===== src/design/plf_pkg.sv =====
// Shared types, constants and letter/cell helper functions for the Playfair core.
package plf_pkg;

  // Square geometry and letter codes
  localparam int SQ_SIDE  = 5;
  localparam int SQ_CELLS = 25;
  localparam int LETTERS  = 26;
  localparam int LETTER_W = 5;
  localparam int CELL_W   = 5;
  localparam int ROW_W    = 3;

  localparam logic [LETTER_W-1:0] LETTER_I = 5'd8;
  localparam logic [LETTER_W-1:0] LETTER_J = 5'd9;
  localparam logic [LETTER_W-1:0] LETTER_Z = 5'd25;
  localparam logic [CELL_W-1:0]   CELL_MAX = 5'd25;

  typedef logic [LETTER_W-1:0] letter_t;
  typedef logic [CELL_W-1:0]   cell_t;
  typedef logic [ROW_W-1:0]    coord_t;

  // Command codes carried in tuser
  typedef enum logic [1:0] {
    CMD_BEGIN = 2'd0,
    CMD_KEY   = 2'd1,
    CMD_END   = 2'd2,
    CMD_PAIR  = 2'd3
  } cmd_t;

  // Controller states
  typedef enum logic [2:0] {
    ST_IDLE,
    ST_BEGIN,
    ST_KEY,
    ST_FILL,
    ST_PLACE_RD,
    ST_KEY_RD,
    ST_OUT
  } state_t;

  // Controller to datapath commands
  typedef struct packed {
    logic capture;
    logic clear_marks;
    logic place_key;
    logic place_fill;
    logic load_out;
  } ctl_t;

  // Datapath to controller status
  typedef struct packed {
    logic fill_done;
    logic out_free;
  } stat_t;

  // Saturate codes above Z, fold J to I
  function automatic letter_t norm_letter(input logic [LETTER_W-1:0] v);
    letter_t l;
    l = (v > LETTER_Z) ? LETTER_Z : v;
    if (l == LETTER_J) l = LETTER_I;
    return l;
  endfunction

  // Letter held by a cell of the alphabetic square
  function automatic letter_t square_reset(input cell_t c);
    return (c < LETTER_J) ? c : c + 5'd1;
  endfunction

  // Cell of a letter in the alphabetic square; J shares the cell of I
  function automatic cell_t place_reset(input letter_t l);
    cell_t c;
    if (l < LETTER_J)       c = l;
    else if (l == LETTER_J) c = LETTER_I;
    else                    c = l - 5'd1;
    return c;
  endfunction

  function automatic coord_t cell_row(input cell_t c);
    coord_t r;
    if (c >= 5'd20)      r = 3'd4;
    else if (c >= 5'd15) r = 3'd3;
    else if (c >= 5'd10) r = 3'd2;
    else if (c >= 5'd5)  r = 3'd1;
    else                 r = 3'd0;
    return r;
  endfunction

  function automatic coord_t cell_col(input cell_t c);
    cell_t  base;
    coord_t r;
    r    = cell_row(c);
    base = {r, 2'b00} + {2'b00, r};
    return coord_t'(c - base);
  endfunction

  function automatic cell_t cell_at(input coord_t r, input coord_t c);
    return {r, 2'b00} + {2'b00, r} + {2'b00, c};
  endfunction

  // One step along a row or column with wrap: forward to encrypt, back to decrypt
  function automatic coord_t wrap_step(input coord_t v, input logic dec);
    coord_t n;
    if (dec) n = (v == 3'd0) ? 3'(SQ_SIDE - 1) : v - 3'd1;
    else     n = (v == 3'(SQ_SIDE - 1)) ? 3'd0 : v + 3'd1;
    return n;
  endfunction

endpackage


===== src/design/plf_ram.sv =====
// Generic RAM: one write port, two read ports with registered read data.
module plf_ram #(
  parameter int WIDTH = 5,
  parameter int DEPTH = 32
) (
  input  logic                     clk,
  input  logic                     wr_en,
  input  logic [$clog2(DEPTH)-1:0] wr_addr,
  input  logic [WIDTH-1:0]         wr_data,
  input  logic [$clog2(DEPTH)-1:0] rd_addr_a,
  output logic [WIDTH-1:0]         rd_data_a,
  input  logic [$clog2(DEPTH)-1:0] rd_addr_b,
  output logic [WIDTH-1:0]         rd_data_b
);

  logic [WIDTH-1:0] mem [DEPTH];

  always_ff @(posedge clk) begin
    if (wr_en) begin
      mem[wr_addr] <= wr_data;
    end
    rd_data_a <= mem[rd_addr_a];
    rd_data_b <= mem[rd_addr_b];
  end

endmodule


===== src/design/plf_ctrl.sv =====
// Controller state machine sequencing key build, fill and pair lookup.
module plf_ctrl (
  input  logic           clk,
  input  logic           rst,
  input  logic           s_tvalid,
  output logic           s_tready,
  input  logic [1:0]     s_tuser,
  input  plf_pkg::stat_t stat,
  output plf_pkg::ctl_t  ctl
);

  plf_pkg::state_t state;
  plf_pkg::state_t state_next;
  plf_pkg::cmd_t   in_cmd;

  assign in_cmd = plf_pkg::cmd_t'(s_tuser);

  always_ff @(posedge clk) begin
    if (rst) begin
      state <= plf_pkg::ST_IDLE;
    end else begin
      state <= state_next;
    end
  end

  // Next state
  always_comb begin
    state_next = state;
    case (state)
      plf_pkg::ST_IDLE: begin
        if (s_tvalid) begin
          case (in_cmd)
            plf_pkg::CMD_BEGIN: state_next = plf_pkg::ST_BEGIN;
            plf_pkg::CMD_KEY:   state_next = plf_pkg::ST_KEY;
            plf_pkg::CMD_END:   state_next = plf_pkg::ST_FILL;
            plf_pkg::CMD_PAIR:  state_next = plf_pkg::ST_PLACE_RD;
            default:            state_next = plf_pkg::ST_IDLE;
          endcase
        end
      end
      plf_pkg::ST_BEGIN:    state_next = plf_pkg::ST_IDLE;
      plf_pkg::ST_KEY:      state_next = plf_pkg::ST_IDLE;
      plf_pkg::ST_FILL:     if (stat.fill_done) state_next = plf_pkg::ST_IDLE;
      plf_pkg::ST_PLACE_RD: state_next = plf_pkg::ST_KEY_RD;
      plf_pkg::ST_KEY_RD:   state_next = plf_pkg::ST_OUT;
      plf_pkg::ST_OUT:      if (stat.out_free) state_next = plf_pkg::ST_IDLE;
      default:              state_next = plf_pkg::ST_IDLE;
    endcase
  end

  // Outputs
  always_comb begin
    s_tready        = 1'b0;
    ctl             = '0;
    case (state)
      plf_pkg::ST_IDLE: begin
        s_tready    = 1'b1;
        ctl.capture = s_tvalid;
      end
      plf_pkg::ST_BEGIN: ctl.clear_marks = 1'b1;
      plf_pkg::ST_KEY:   ctl.place_key   = 1'b1;
      plf_pkg::ST_FILL:  ctl.place_fill  = 1'b1;
      plf_pkg::ST_OUT:   ctl.load_out    = stat.out_free;
      default: begin
        s_tready = 1'b0;
      end
    endcase
  end

endmodule


===== src/design/plf_datapath.sv =====
// Datapath: key square and letter place stores, marks, fill counter, pair lookup.
module plf_datapath (
  input  logic           clk,
  input  logic           rst,
  input  logic [15:0]    s_tdata,
  input  plf_pkg::ctl_t  ctl,
  output plf_pkg::stat_t stat,
  output logic           m_tvalid,
  input  logic           m_tready,
  output logic [15:0]    m_tdata
);

  plf_pkg::letter_t key_a, key_b;
  logic             dec;
  plf_pkg::letter_t fill_letter;
  plf_pkg::cell_t   fill_count;
  logic [plf_pkg::LETTERS-1:0]  used;
  logic [plf_pkg::SQ_CELLS-1:0] sq_vld;
  logic [plf_pkg::LETTERS-1:0]  pl_vld;
  plf_pkg::letter_t out_first, out_second;

  plf_pkg::letter_t place_l;
  logic             place_en;

  // Place one letter at the next free cell
  assign place_l  = ctl.place_key ? key_a : fill_letter;
  assign place_en = (ctl.place_key || (ctl.place_fill && fill_letter != plf_pkg::LETTER_J))
                    && !used[place_l] && (fill_count < plf_pkg::CELL_MAX);

  assign stat.fill_done = (fill_letter == plf_pkg::LETTER_Z);
  assign stat.out_free  = !m_tvalid || m_tready;

  // Control state
  always_ff @(posedge clk) begin
    if (rst) begin
      used        <= '0;
      fill_count  <= '0;
      fill_letter <= '0;
      sq_vld      <= '0;
      pl_vld      <= '0;
      m_tvalid    <= 1'b0;
    end else begin
      if (ctl.clear_marks) begin
        used       <= '0;
        fill_count <= '0;
      end
      if (place_en) begin
        used[place_l]      <= 1'b1;
        fill_count         <= fill_count + 5'd1;
        sq_vld[fill_count] <= 1'b1;
        pl_vld[place_l]    <= 1'b1;
      end
      if (ctl.capture) begin
        fill_letter <= '0;
      end else if (ctl.place_fill) begin
        fill_letter <= fill_letter + 5'd1;
      end
      if (ctl.load_out) begin
        m_tvalid <= 1'b1;
      end else if (m_tready) begin
        m_tvalid <= 1'b0;
      end
    end
  end

  // Transaction capture
  always_ff @(posedge clk) begin
    if (ctl.capture) begin
      key_a <= plf_pkg::norm_letter(s_tdata[4:0]);
      key_b <= plf_pkg::norm_letter(s_tdata[9:5]);
      dec   <= s_tdata[10];
    end
  end

  // Letter place store
  plf_pkg::cell_t pl_q_a, pl_q_b, pl_rst_a, pl_rst_b;
  logic           pl_sel_a, pl_sel_b;
  plf_pkg::cell_t p1, p2;

  plf_ram #(.WIDTH(plf_pkg::CELL_W), .DEPTH(plf_pkg::LETTERS)) u_place_ram (
    .clk       (clk),
    .wr_en     (place_en),
    .wr_addr   (place_l),
    .wr_data   (fill_count),
    .rd_addr_a (key_a),
    .rd_data_a (pl_q_a),
    .rd_addr_b (key_b),
    .rd_data_b (pl_q_b)
  );

  always_ff @(posedge clk) begin
    pl_sel_a <= pl_vld[key_a];
    pl_sel_b <= pl_vld[key_b];
    pl_rst_a <= plf_pkg::place_reset(key_a);
    pl_rst_b <= plf_pkg::place_reset(key_b);
  end

  assign p1 = pl_sel_a ? pl_q_a : pl_rst_a;
  assign p2 = pl_sel_b ? pl_q_b : pl_rst_b;

  // Playfair rule: same row, same column, or rectangle swap
  plf_pkg::coord_t r1, c1, r2, c2;
  plf_pkg::cell_t  sq_addr_a, sq_addr_b;

  always_comb begin
    r1 = plf_pkg::cell_row(p1);
    c1 = plf_pkg::cell_col(p1);
    r2 = plf_pkg::cell_row(p2);
    c2 = plf_pkg::cell_col(p2);
    if (r1 == r2) begin
      sq_addr_a = plf_pkg::cell_at(r1, plf_pkg::wrap_step(c1, dec));
      sq_addr_b = plf_pkg::cell_at(r2, plf_pkg::wrap_step(c2, dec));
    end else if (c1 == c2) begin
      sq_addr_a = plf_pkg::cell_at(plf_pkg::wrap_step(r1, dec), c1);
      sq_addr_b = plf_pkg::cell_at(plf_pkg::wrap_step(r2, dec), c2);
    end else begin
      sq_addr_a = plf_pkg::cell_at(r1, c2);
      sq_addr_b = plf_pkg::cell_at(r2, c1);
    end
  end

  // Key square store
  plf_pkg::letter_t sq_q_a, sq_q_b, sq_rst_a, sq_rst_b;
  logic             sq_sel_a, sq_sel_b;
  plf_pkg::letter_t o1, o2;

  plf_ram #(.WIDTH(plf_pkg::LETTER_W), .DEPTH(plf_pkg::SQ_CELLS)) u_square_ram (
    .clk       (clk),
    .wr_en     (place_en),
    .wr_addr   (fill_count),
    .wr_data   (place_l),
    .rd_addr_a (sq_addr_a),
    .rd_data_a (sq_q_a),
    .rd_addr_b (sq_addr_b),
    .rd_data_b (sq_q_b)
  );

  always_ff @(posedge clk) begin
    sq_sel_a <= sq_vld[sq_addr_a];
    sq_sel_b <= sq_vld[sq_addr_b];
    sq_rst_a <= plf_pkg::square_reset(sq_addr_a);
    sq_rst_b <= plf_pkg::square_reset(sq_addr_b);
  end

  assign o1 = sq_sel_a ? sq_q_a : sq_rst_a;
  assign o2 = sq_sel_b ? sq_q_b : sq_rst_b;

  // Output register
  always_ff @(posedge clk) begin
    if (ctl.load_out) begin
      out_first  <= o1;
      out_second <= o2;
    end
  end

  assign m_tdata = {6'b0, out_second, out_first};

  // Checks
  a_fill_bound: assert property (@(posedge clk) disable iff (rst)
    fill_count <= plf_pkg::CELL_MAX)
    else $error("fill count beyond square size");

  a_fill_step: assert property (@(posedge clk) disable iff (rst)
    place_en |=> fill_count == $past(fill_count) + 5'd1)
    else $error("placement did not advance fill count");

  a_load_free: assert property (@(posedge clk) disable iff (rst)
    ctl.load_out |-> (!m_tvalid || m_tready))
    else $error("output register overwritten while held");

  a_clear: assert property (@(posedge clk) disable iff (rst)
    ctl.clear_marks |=> (used == '0 && fill_count == '0))
    else $error("begin key left marks set");

endmodule


===== src/design/playfair_digraph_cipher_core.sv =====
// Top level of the Playfair digraph cipher core: controller plus datapath.
//
// Usage: items arrive on the slave stream (s_tvalid/s_tready). s_tuser carries
// the command: begin key, key letter, end key, or cipher pair. s_tdata carries
// the letters and the decrypt flag. Only cipher pairs produce a transaction on
// the master stream (m_tvalid/m_tready), carrying the transformed letters.
// Timing: one item is handled at a time by the controller. Begin key and key
// letter each pass through their own state and return to idle; end key holds
// in the fill state while the fill walks all 26 letters, one a cycle. A cipher
// pair passes two registered reads in series (letter places, then key square
// cells) and then the output register, which raises m_tvalid.
// Reset: the square reads as the plain alphabet without J, marks and fill count
// clear; valid bits on both stores stand in for the reset contents.
// Stall: the result waits in the output register; the next item is accepted
// meanwhile, and a further pair waits in its last step until the register frees.
module playfair_digraph_cipher_core (
  input  logic        clk,
  input  logic        rst,
  input  logic        s_tvalid,
  output logic        s_tready,
  input  logic [15:0] s_tdata,   // letter_first[4:0], letter_second[9:5], decrypt[10]
  input  logic [1:0]  s_tuser,   // command[1:0]
  output logic        m_tvalid,
  input  logic        m_tready,
  output logic [15:0] m_tdata    // out_first[4:0], out_second[9:5]
);

  plf_pkg::ctl_t  ctl;
  plf_pkg::stat_t stat;

  plf_ctrl u_ctrl (
    .clk      (clk),
    .rst      (rst),
    .s_tvalid (s_tvalid),
    .s_tready (s_tready),
    .s_tuser  (s_tuser),
    .stat     (stat),
    .ctl      (ctl)
  );

  plf_datapath u_datapath (
    .clk      (clk),
    .rst      (rst),
    .s_tdata  (s_tdata),
    .ctl      (ctl),
    .stat     (stat),
    .m_tvalid (m_tvalid),
    .m_tready (m_tready),
    .m_tdata  (m_tdata)
  );

endmodule


===== config.mk =====
export PLATFORM = sky130hd
export DESIGN_NAME = playfair_digraph_cipher_core
export DESIGN_NICKNAME = d
export VERILOG_FILES = /design/src/design/plf_pkg.sv /design/src/design/plf_ram.sv /design/src/design/plf_ctrl.sv /design/src/design/plf_datapath.sv /design/src/design/playfair_digraph_cipher_core.sv
export SDC_FILE = /design/constraint.sdc
export NUM_CORES = 1
export LEC_CHECK = 0
export BUFFER_PORTS_ARGS = -buffer_cell sky130_fd_sc_hd__buf_2
export CORE_MARGIN = 1
export CORE_UTILIZATION = 50
export DETAILED_ROUTE_END_ITERATION = 10
export GPL_TIMING_DRIVEN = 0
export MAX_ROUTING_LAYER = met4
export PLACE_DENSITY = 0.76
export RECOVER_POWER = 100
export SLEW_MARGIN = 20
export SYNTH_ARGS = -nofsm -noshare
export SYNTH_HDL_FRONTEND = slang
export SYNTH_SLANG_ARGS = --single-unit

===== constraint.sdc =====
create_clock -name clk -period 7.1 [get_ports clk]
set_input_delay 0.355 -clock clk [delete_from_list [all_inputs] [get_ports clk]]
set_output_delay 0.355 -clock clk [all_outputs]
set_load 0.05 [all_outputs]

==> metrics.txt, run 1 <==
fmax=roughly 150 MHz; Avg WL per Cell=roughly 24 um; CP dominant cell by count=inv_1; GR Overflow Total=0; Buf/Inv on CP=5; crit-path leading delay family=compound AO/OA/AOI/OAI gates; CP Capture Point=u_datapath.u_square_ram.rd_data_a[0]; Nets=about 1900; Synth area leaders=edfxtp_1, dfxtp_1, mux4_2; Core Area=approximately 0.042 mm^2; Post-CTS Repair Setup Buffers=0; clock sinks=411; first-pass GRT wire length=approximately 86000 um; outcome=finished clean; GP Congestion=around 0.95; layout cells sized above 1=just under 20%; Worst-path clk slew=roughly 0.06 ns; dpl hpwl=slightly below 40000 um; Die Span Y=~210 um; Worst Setup End Kind=flip-flop; Total GRT Usage=between 20% and 30%; CP max FO=7; worst skew pair latency=roughly 0.57 ns; register-to-register setup slack=approximately 0.34 ns; biggest area consumer among synthesized cells=edfxtp_1; Arrival @ worst endpoint=just over 7 ns; Fin. Hold Viols=0; Unique masters post-synth=89; CTS root buf=clkbuf_16; H-tree depth=2; most common cell in the synthesized netlist=edfxtp_1; num ports=40; Area growth syn-to-layout=10.84%; drt via density=approximately 6.3; 1st-pass router iterations=6; initial drt markers=about 1400; ys async rst share=0%; number of synthesized flops with an enable pin=276; post-synth top area share=39.08%; drc violations=0; Worst Tran Pin Value=between 1 and 1.5 ns; CTS tree=done; part of the Yosys area used for sequential elements=between 50% and 60%; fin. max-slew vios=0; Syn Inst Count=between 1500 and 2000; final period utilization=95.17%; Mapped Area=0.02121 mm^2; Setup WS post-layout=between 0.3 and 0.4 ns; startpoint type of the worst setup path=flip-flop; via count=between 10000 and 15000; RSZ-0062 raised after global routing=no; fin crit period=just under 7 ns; largest net degree at the start of global routing=36; pre-CTS WS=around 0.38 ns; CP max-delay cell=fa_1; CTS Buf Count=42; num rows=between 70 and 80; CP max stage delay=approximately 0.55 ns; Synth Register Bits=slightly above 400; Ys Warns=0; antenna violations before repair=1; CP Launch Point=u_datapath.pl_sel_a; die area=roughly 0.043 mm^2; port bufs=28; r2r worst-path depth=25; setup TNS=0 ns; Routed WL=55720 um; Slew HR=5.895%; Worst Hold Path Cells=3; Critical Path RT=between 7 and 8 ns; post-route ant nets=0; worst hold-check path type=in -> reg; Worst path depth=25; Post-synth top cells=edfxtp_1, nand2_1, a21oi_1; Die X=roughly 210 um; Synth Area per Inst=12.39 um^2; Worst Hold Slack=roughly 0.091 ns; Initial Util=between 50% and 60%; vias in the first global route=approximately 15000; Top FF cell, synth=edfxtp_1; max cap viols=0; CP Class=reg -> reg; clock buffer depth=3; r2r endpoint=u_datapath.u_square_ram.rd_data_a[0]; FF-to-FF Start=u_datapath.pl_sel_a; Final Skew=~0.019 ns; final setup vio count=0
==> worst min-delay path by stage <==
stage | slack, ns | endpoint | from
5_1_grt | 0.08 | u_ctrl.state[1] | s_tvalid
4_1_cts | 0.001 | u_datapath.dec | s_tdata[10]
3_3_place_gp | 0.44 | u_datapath.pl_vld[1] | u_datapath.pl_vld[1]
3_5_place_dp | 0.45 | u_datapath.used[23] | u_datapath.used[23]
2_1_floorplan | 0.43 | u_datapath.pl_vld[10] | u_datapath.pl_vld[10]
6_report | 0.09 | u_ctrl.state[1] | s_tvalid
==> per-layer routing <==
| layer | wire length (um) | track usage (%) | up-vias | share of wire, % |
|---|---|---|---|---|
| li1 | - | - | 6543 | - |
| met1 | 22050 | 33.94 | 7344 | 40 |
| met2 | 26610 | 42.96 | 808 | 48 |
| met3 | 4915 | 4.951 | 164 | 8.8 |
| met4 | 2139 | 9.987 | 0 | 3.8 |
| met5 | 0 | - | - | 0 |
==> placed cells by master, fill, tap and decap left out, types with 12 or more instances in the layout <==
master	n
nand3_1	28
a221oi_1	13
a21o_1	13
xnor2_1	14
buf_2	25
mux4_2	107
and3_1	12
inv_1	115
o21ai_0	45
or2_2	31
o22ai_1	20
buf_4	12
nand2_1	161
a21oi_1	139
clkbuf_16	43
mux2i_1	80
mux2_2	39
o21ba_2	24
nor3_1	15
a211oi_1	20
ha_1	48
clkbuf_1	83
edfxtp_1	276
nor2_1	68
dfxtp_1	135
==> metrics by stage <==
| stage | cells | utilization [%] | instance area, um^2 |
|---|---|---|---|
| after floorplan | 1716 | - | 21220 |
| after global placement | 2283 | 52.66 | 22040 |
| after detailed placement | 2285 | 52.77 | 22080 |
| after CTS | 2362 | 56.32 | 23570 |
| after global routing | 2363 | 56.16 | 23500 |
| final | 2363 | 56.16 | 23500 |
==> sequential cells by signal (all words and copies together) (netlist names), 25 cells and up <==
name and cells:
u_datapath.pl_vld 26, u_datapath.sq_vld 25, u_datapath.u_place_ram.mem 130, u_datapath.u_square_ram.mem 125, u_datapath.used 26
==> cell type report <==
type	count	area, um^2
sequential	411	10990
antenna	1	2.502
multi-input combinational	1078	9214
tap	539	674.4
fill	3326	18350
buffer	105	553.0
inverter	122	459.2
timing repair buffer	30	122.6
clock inverter	21	315.3
clock buffer	56	1172
==> kinds of logic after synthesis <==
kind of cell	share of synthesized area (%)
flops	51.83
simple gates	8.432
compound gates	11.86
mux	17.84
buf+inv	4.826
fa+ha+maj	3.829
xor+xnor	1.369
other cells	0.01768
==> timing repair <==
item | CTS | global route
hold buffers | 0 | 0
endpoints found under the setup margin | 0 | 6
gates resized for setup | 0 | 2
==> worst min-delay path, delay by kind of cell <==
family,cells,cell delay (ns)
buffers and inverters,1,0.12
AOI/OAI and AO/OA,1,0.06
and+or+nand+nor,1,0.08
Power of run 1 is not shown: default switching activity piles up to over one toggle a cycle in this logic, so the estimate is an artifact.
==> inputs of run 2 (changes only) <==
--- a/config.mk
+++ b/config.mk
@@ -8,6 +8,7 @@
 export BUFFER_PORTS_ARGS = -buffer_cell sky130_fd_sc_hd__buf_2
 export CORE_MARGIN = 1
 export CORE_UTILIZATION = 50
+export CTS_BUF_LIST = sky130_fd_sc_hd__clkbuf_8
 export DETAILED_ROUTE_END_ITERATION = 10
 export GPL_TIMING_DRIVEN = 0
 export MAX_ROUTING_LAYER = met4
==> metrics.txt, run 2 (same netlist as run 1, synthesis figures left out) <==
outcome=finished clean (unchanged); biggest regs=u_datapath.u_place_ram.mem x130, u_datapath.u_square_ram.mem x125 (unchanged); Slew HR=9.703% (was 5.895%); Die Span Y=207.9 um (unchanged); layout cells sized above 1=20.97% (was 19.86%); GR Overflow Total=0 (unchanged); max FFs per register=130 (unchanged); CP max FO=7 (unchanged); met2 usage=42.34% (was 42.96%); clock buffer depth=3 (unchanged); Initial Util=50.67% (unchanged); 1st-pass router iterations=5 (was 6); CTS Buf Count=69 (was 42); Worst-path clk slew=0.06 ns (about the same); GP Congestion=0.9512 (unchanged); RSZ-0062 raised after global routing=no (unchanged); Critical Path RT=7.56 ns (was 7.53 ns); CTS root buf=clkbuf_8 (was clkbuf_16); Worst Setup End Kind=flip-flop (unchanged); Die X=207.9 um (unchanged); Total GRT Usage=26.57% (was 26.77%); Final Skew=0.03525 ns (was 0.01934 ns); Ant. Diodes=0 (was 1); dpl hpwl=39700 um (unchanged); final period utilization=96.02% (was 95.17%); first-pass GRT wire length=85300 um (was 85860 um); CP Class=reg -> reg (unchanged); Setup WS post-layout=0.2827 ns (was 0.3427 ns); die area=0.04324 mm^2 (unchanged); fmax=146.7 MHz (was 148.0 MHz); clock sinks=411 (unchanged); drc violations=0 (unchanged); Fin. Hold Viols=0 (unchanged); vias in the first global route=14830 (was 14720); largest net degree at the start of global routing=36 (unchanged); fin. max-slew vios=0 (unchanged); pre-CTS WS=0.3834 ns (unchanged); Biggest register=u_datapath.u_place_ram.mem (unchanged); commonest cells after routing, fill and taps aside=edfxtp_1, nand2_1, inv_1 (was edfxtp_1, nand2_1, a21oi_1); met3 usage in global routing=4.845% (was 4.951%); gr busiest metal=met2 (unchanged); max cap viols=0 (unchanged); final setup vio count=0 (unchanged); startpoint type of the worst setup path=flip-flop (unchanged); H-tree depth=3 (was 2); Worst Tran Pin Value=1.354 ns (was 1.411 ns); initial drt markers=1643 (was 1416); Worst Hold Path Cells=3 (unchanged); num ports=40 (unchanged); CTS tree=done (unchanged); Cell Area, Placed=0.02208 mm^2 (unchanged); most common cell after layout, fill and taps aside=edfxtp_1 (unchanged); Routed WL=55250 um (was 55720 um); post-route ant nets=0 (unchanged); drt via density=6.157 (was 6.288); Final Cell Area=0.02342 mm^2 (was 0.02350 mm^2); Avg WL per Cell=22.90 um (was 23.58 um); port bufs=28 (unchanged); worst hold-check path type=in -> reg (unchanged); fin crit period=6.817 ns (was 6.757 ns); via count=14860 (about the same); worst skew pair latency=0.63 ns (was 0.57 ns); r2r worst-path depth=25 (unchanged); Nets=1898 (was 1870); Core Area=0.04185 mm^2 (unchanged); num rows=75 (unchanged); Arrival @ worst endpoint=7.28 ns (was 7.19 ns); setup TNS=0 ns (unchanged); Area growth syn-to-layout=10.46% (was 10.84%); antenna violations before repair=0 (was 1); routing usage on met1=33.98% (was 33.94%)
## run 2: changes by cell type in the layout (fill, tap and decap cells not counted), moves of 2 or more
| cell | previous run | this run |
|---|---|---|
| clkbuf_16 | 43 | 0 |
| clkbuf_4 | 3 | 1 |
| clkinvlp_4 | 4 | 2 |
| clkbuf_1 | 83 | 74 |
| inv_1 | 115 | 143 |
| clkinv_2 | 6 | 4 |
| clkbuf_8 | 4 | 88 |
| bufinv_16 | 8 | 0 |
## run 2: routing by layer
metal,vias to the layer above,wire length (um)
li1,6629,-
met1,7309,21980
met2,785,26490
met3,135,4959
met4,0,1820
met5,-,0
## run 2: area by class of cell
class	count	area, um^2
buffer	105	561.8
clock buffer	88	1211
clock inverter	39	172.7
fill	3385	18430
inverter	122	459.2
multi-input combinational	1078	9219
sequential	411	10990
tap	539	674.4
timing repair buffer	31	133.9
## run 2: worst max-delay path: stages, from the launching register on
cell      delay [ns]
dfxtp_1         0.33
buf_6           0.13
mux2i_4         0.32
inv_1           0.22
a211oi_1        0.44
o21ai_0         0.23
nor2_2          0.26
inv_1           0.15
ha_1            0.21
inv_1           0.07
fa_1            0.55
inv_1           0.19
ha_1            0.24
nor2_1          0.08
mux4_2          0.51
ha_1            0.34
a21oi_1         0.23
nand3_1         0.11
o21ai_0         0.15
a21oi_1         0.10
a21oi_1         0.31
a31oi_2         0.17
nand3b_1        0.38
a221o_1         0.18
o21ai_0         0.21
or4_1           0.55
## run 2: what timing repair did
item | 4_1_cts | 5_1_grt
endpoints found under the hold margin | 1 | 0
hold buffers | 1 | 0
buffers inserted | 0 | 0
setup endpoints to repair | 0 | 6
gates resized for setup | 0 | 3
## run 2: worst paths after layout
| path | start | end | slack [ns] |
|---|---|---|---|
| worst max-delay path | u_datapath.pl_sel_a | u_datapath.u_square_ram.rd_data_a[0] | 0.28 |
| worst min-delay path | s_tvalid | u_ctrl.state[1] | 0.05 |
| worst max register to register | u_datapath.pl_sel_a | u_datapath.u_square_ram.rd_data_a[0] | 0.28 |
| worst min register to register | u_datapath.used[10] | u_datapath.used[10] | 0.46 |
## run 2: metrics by stage
step	utilization (%)	hold WS, ns	instances
finish	55.96	0.05357	2413
global route	55.96	0.04328	2413
CTS	56.10	0.01370	2413
global placement	52.66	0.4398	2283
floorplan	-	0.4322	1716
detailed placement	52.77	0.4476	2285
Power of run 2 is left out for the same reason.
==> inputs of run 3 (changes only) <==
--- a/config.mk
+++ b/config.mk
@@ -14,6 +14,7 @@
 export MAX_ROUTING_LAYER = met4
 export PLACE_DENSITY = 0.76
 export RECOVER_POWER = 100
+export REMOVE_ABC_BUFFERS = 1
 export SLEW_MARGIN = 20
 export SYNTH_ARGS = -nofsm -noshare
 export SYNTH_HDL_FRONTEND = slang
==> metrics.txt, run 3 (same netlist as run 1, synthesis figures left out) <==
Arrival @ worst endpoint=7.31 ns (was 7.28 ns); drt via density=6.223 (was 6.157); Fin. Hold Viols=0 (unchanged); final setup vio count=0 (unchanged); 1st-pass router iterations=6 (was 5); DR WL met2=24710 um (was 26490 um); CTS Buf Count=67 (was 69); Lkg Pwr=about 8.4 nW; Ant. Diodes=0 (unchanged); Critical Path RT=7.53 ns (was 7.56 ns); layout cells sized above 1=20.39% (was 20.97%); Final Skew=0.03289 ns (was 0.03525 ns); top layer in use=met4 (unchanged); maximum VDD drop=between 600 and 700 uV; biggest regs=u_datapath.u_place_ram.mem x130, u_datapath.u_square_ram.mem x125 (unchanged); max FFs per register=130 (unchanged); num ports=40 (unchanged); most common cell after layout, fill and taps aside=edfxtp_1 (unchanged); failing checks=max-capacitance violations, max-slew violations; startpoint type of the worst setup path=flip-flop (unchanged); Post-Place Cells=2197 (was 2285); clock buffer depth=3 (unchanged); Final Cell Area=0.02311 mm^2 (was 0.02342 mm^2); FILL cells=3344 (was 3385); CP Class=reg -> reg (unchanged); final period utilization=96.84% (was 96.02%); Total GRT Usage=24.66% (was 26.57%); Initial Util=50.67% (unchanged); first-pass GRT wire length=79540 um (was 85300 um); Core Area=0.04185 mm^2 (unchanged); Area growth syn-to-layout=8.969% (was 10.46%); Worst Setup End Kind=flip-flop (unchanged); Worst Tran Pin Value=1.517 ns (was 1.354 ns); commonest cells after routing, fill and taps aside=edfxtp_1, nand2_1, inv_1, a21oi_1, dfxtp_1 (was edfxtp_1, nand2_1, inv_1); Setup WS post-layout=0.2246 ns (was 0.2827 ns); Routed WL=51650 um (was 55250 um); Nets=1814 (was 1898); Die Span Y=207.9 um (unchanged); CTS tree=done (unchanged); GP Congestion=0.8928 (was 0.9512); power per cell area=around 510 mW/mm^2; CP max FO=20 (was 7); worst hold-check path type=in -> reg (unchanged); drc violations=0 (unchanged); post-route insts no fill=2324 (was 2413); pre-CTS WS=-0.1542 ns (was 0.3834 ns); Die X=207.9 um (unchanged); met1 WL=20770 um (was 21980 um); antenna violations before repair=0 (unchanged); Total Power=11.83 mW; RSZ-0062 raised after global routing=no (unchanged); Biggest register=u_datapath.u_place_ram.mem (unchanged); fin. max-slew vios=38 (was 0); Avg WL per Cell=22.22 um (was 22.90 um); GR Overflow Total=0 (unchanged); initial drt markers=1607 (was 1643); largest net degree at the start of global routing=87 (was 36); num rows=75 (unchanged); Worst-path clk slew=0.06 ns (about the same); max cap viols=1 (was 0); via count=14460 (was 14860); CTS root buf=clkbuf_8 (unchanged); fin crit period=6.875 ns (was 6.817 ns); fmax=145.4 MHz (was 146.7 MHz); Cell Area, Placed=0.02187 mm^2 (was 0.02208 mm^2); dpl hpwl=35790 um (was 39700 um); port bufs=28 (unchanged); outcome=complete, but fails checks (was finished clean); Slew HR=-1.274% (was 9.703%); worst skew pair latency=0.61 ns (was 0.63 ns); clock sinks=411 (unchanged); post-route ant nets=0 (unchanged); met3 WL post-DR=4867 um (was 4959 um); die area=0.04324 mm^2 (unchanged); vias in the first global route=14270 (was 14830); H-tree depth=3 (unchanged)
run 3: changes by cell type in the layout (fill, tap and decap cells not counted), moves of 4 or more:
cell | before | now
clkinv_1 | 4 | 10
buf_6 | 11 | 1
clkinv_2 | 4 | 8
clkbuf_8 | 88 | 78
clkbuf_1 | 74 | 25
buf_4 | 13 | 3
dlygate4sd3_1 | 1 | 5
buf_2 | 25 | 11
buf_1 | 9 | 0
inv_1 | 143 | 137
buf_8 | 1 | 5
run 3: layout make-up:
type                    count  area, um^2  share of cell area [%]
flip-flops and latches    411       10990                   47.58
clock buffers              78        1074                   4.646
repair buffers             54       410.4                   1.776
clock inverters            42       203.9                  0.8826
inverters                 122       459.2                   1.987
well taps                 539       674.4                   2.919
multi-input cells        1078        9291                   40.21
run 3: through the flow:
stage	setup TNS [ns]	utilization [%]	hold slack [ns]
after global placement	-20.89	51.31	0.4395
final	0	55.21	0.07385
after global routing	0	55.21	0.05447
after CTS	0	55.45	0.04610
after floorplan	0	-	0.4241
after detailed placement	-0.5674	52.25	0.4477
run 3: worst max-delay path, stage by stage, from the launching register on:
cell and delay, ns:
dfxtp_1 0.64, mux2_4 0.40, maj3_2 0.31, o211a_1 0.29, nor2_1 0.38, ha_1 0.22, inv_1 0.05, fa_1 0.64
inv_1 0.17, ha_1 0.27, or2_2 0.28, mux4_2 0.48, ha_1 0.35, xor2_1 0.24, nor2_1 0.13, a21oi_4 0.67
buf_16 0.25, mux4_2 0.32, a22oi_1 0.33, o2111ai_1 0.26
run 3: timing repair:
item                                    CTS  global route
setup buffers                             0             1
endpoints found under the hold margin     5             0
gates resized for setup                   3             8
pin swaps                                 0             1
hold buffers                              5             0
endpoints found under the setup margin    5            11
run 3: final timing paths:
kind,endpoint,cells past startpoint,startpoint,slack (ns)
worst max-delay path,u_datapath.u_square_ram.rd_data_b[1],19,u_datapath.pl_sel_b,0.22
worst min-delay path,u_ctrl.state[1],3,s_tvalid,0.07
worst max register to register,u_datapath.u_square_ram.rd_data_b[1],19,u_datapath.pl_sel_b,0.22
worst min register to register,u_datapath.used[13],2,u_datapath.used[13],0.45
run 3: routing by layer:
metal,global-route usage (%),vias to the layer above
li1,-,6457
met1,32.05,7186
met2,38.28,716
met3,5.736,104
met4,8.072,0
met5,-,-
run 3: report_power, final:
group	internal, mW	leakage, nW	total [mW]	switching (mW)
Clock	1.04	0.738	1.97	0.929
Combinational	2.72	4.01	7.04	4.32
Sequential	2.72	3.66	2.82	0.100
(Power assumes the default switching activity.)
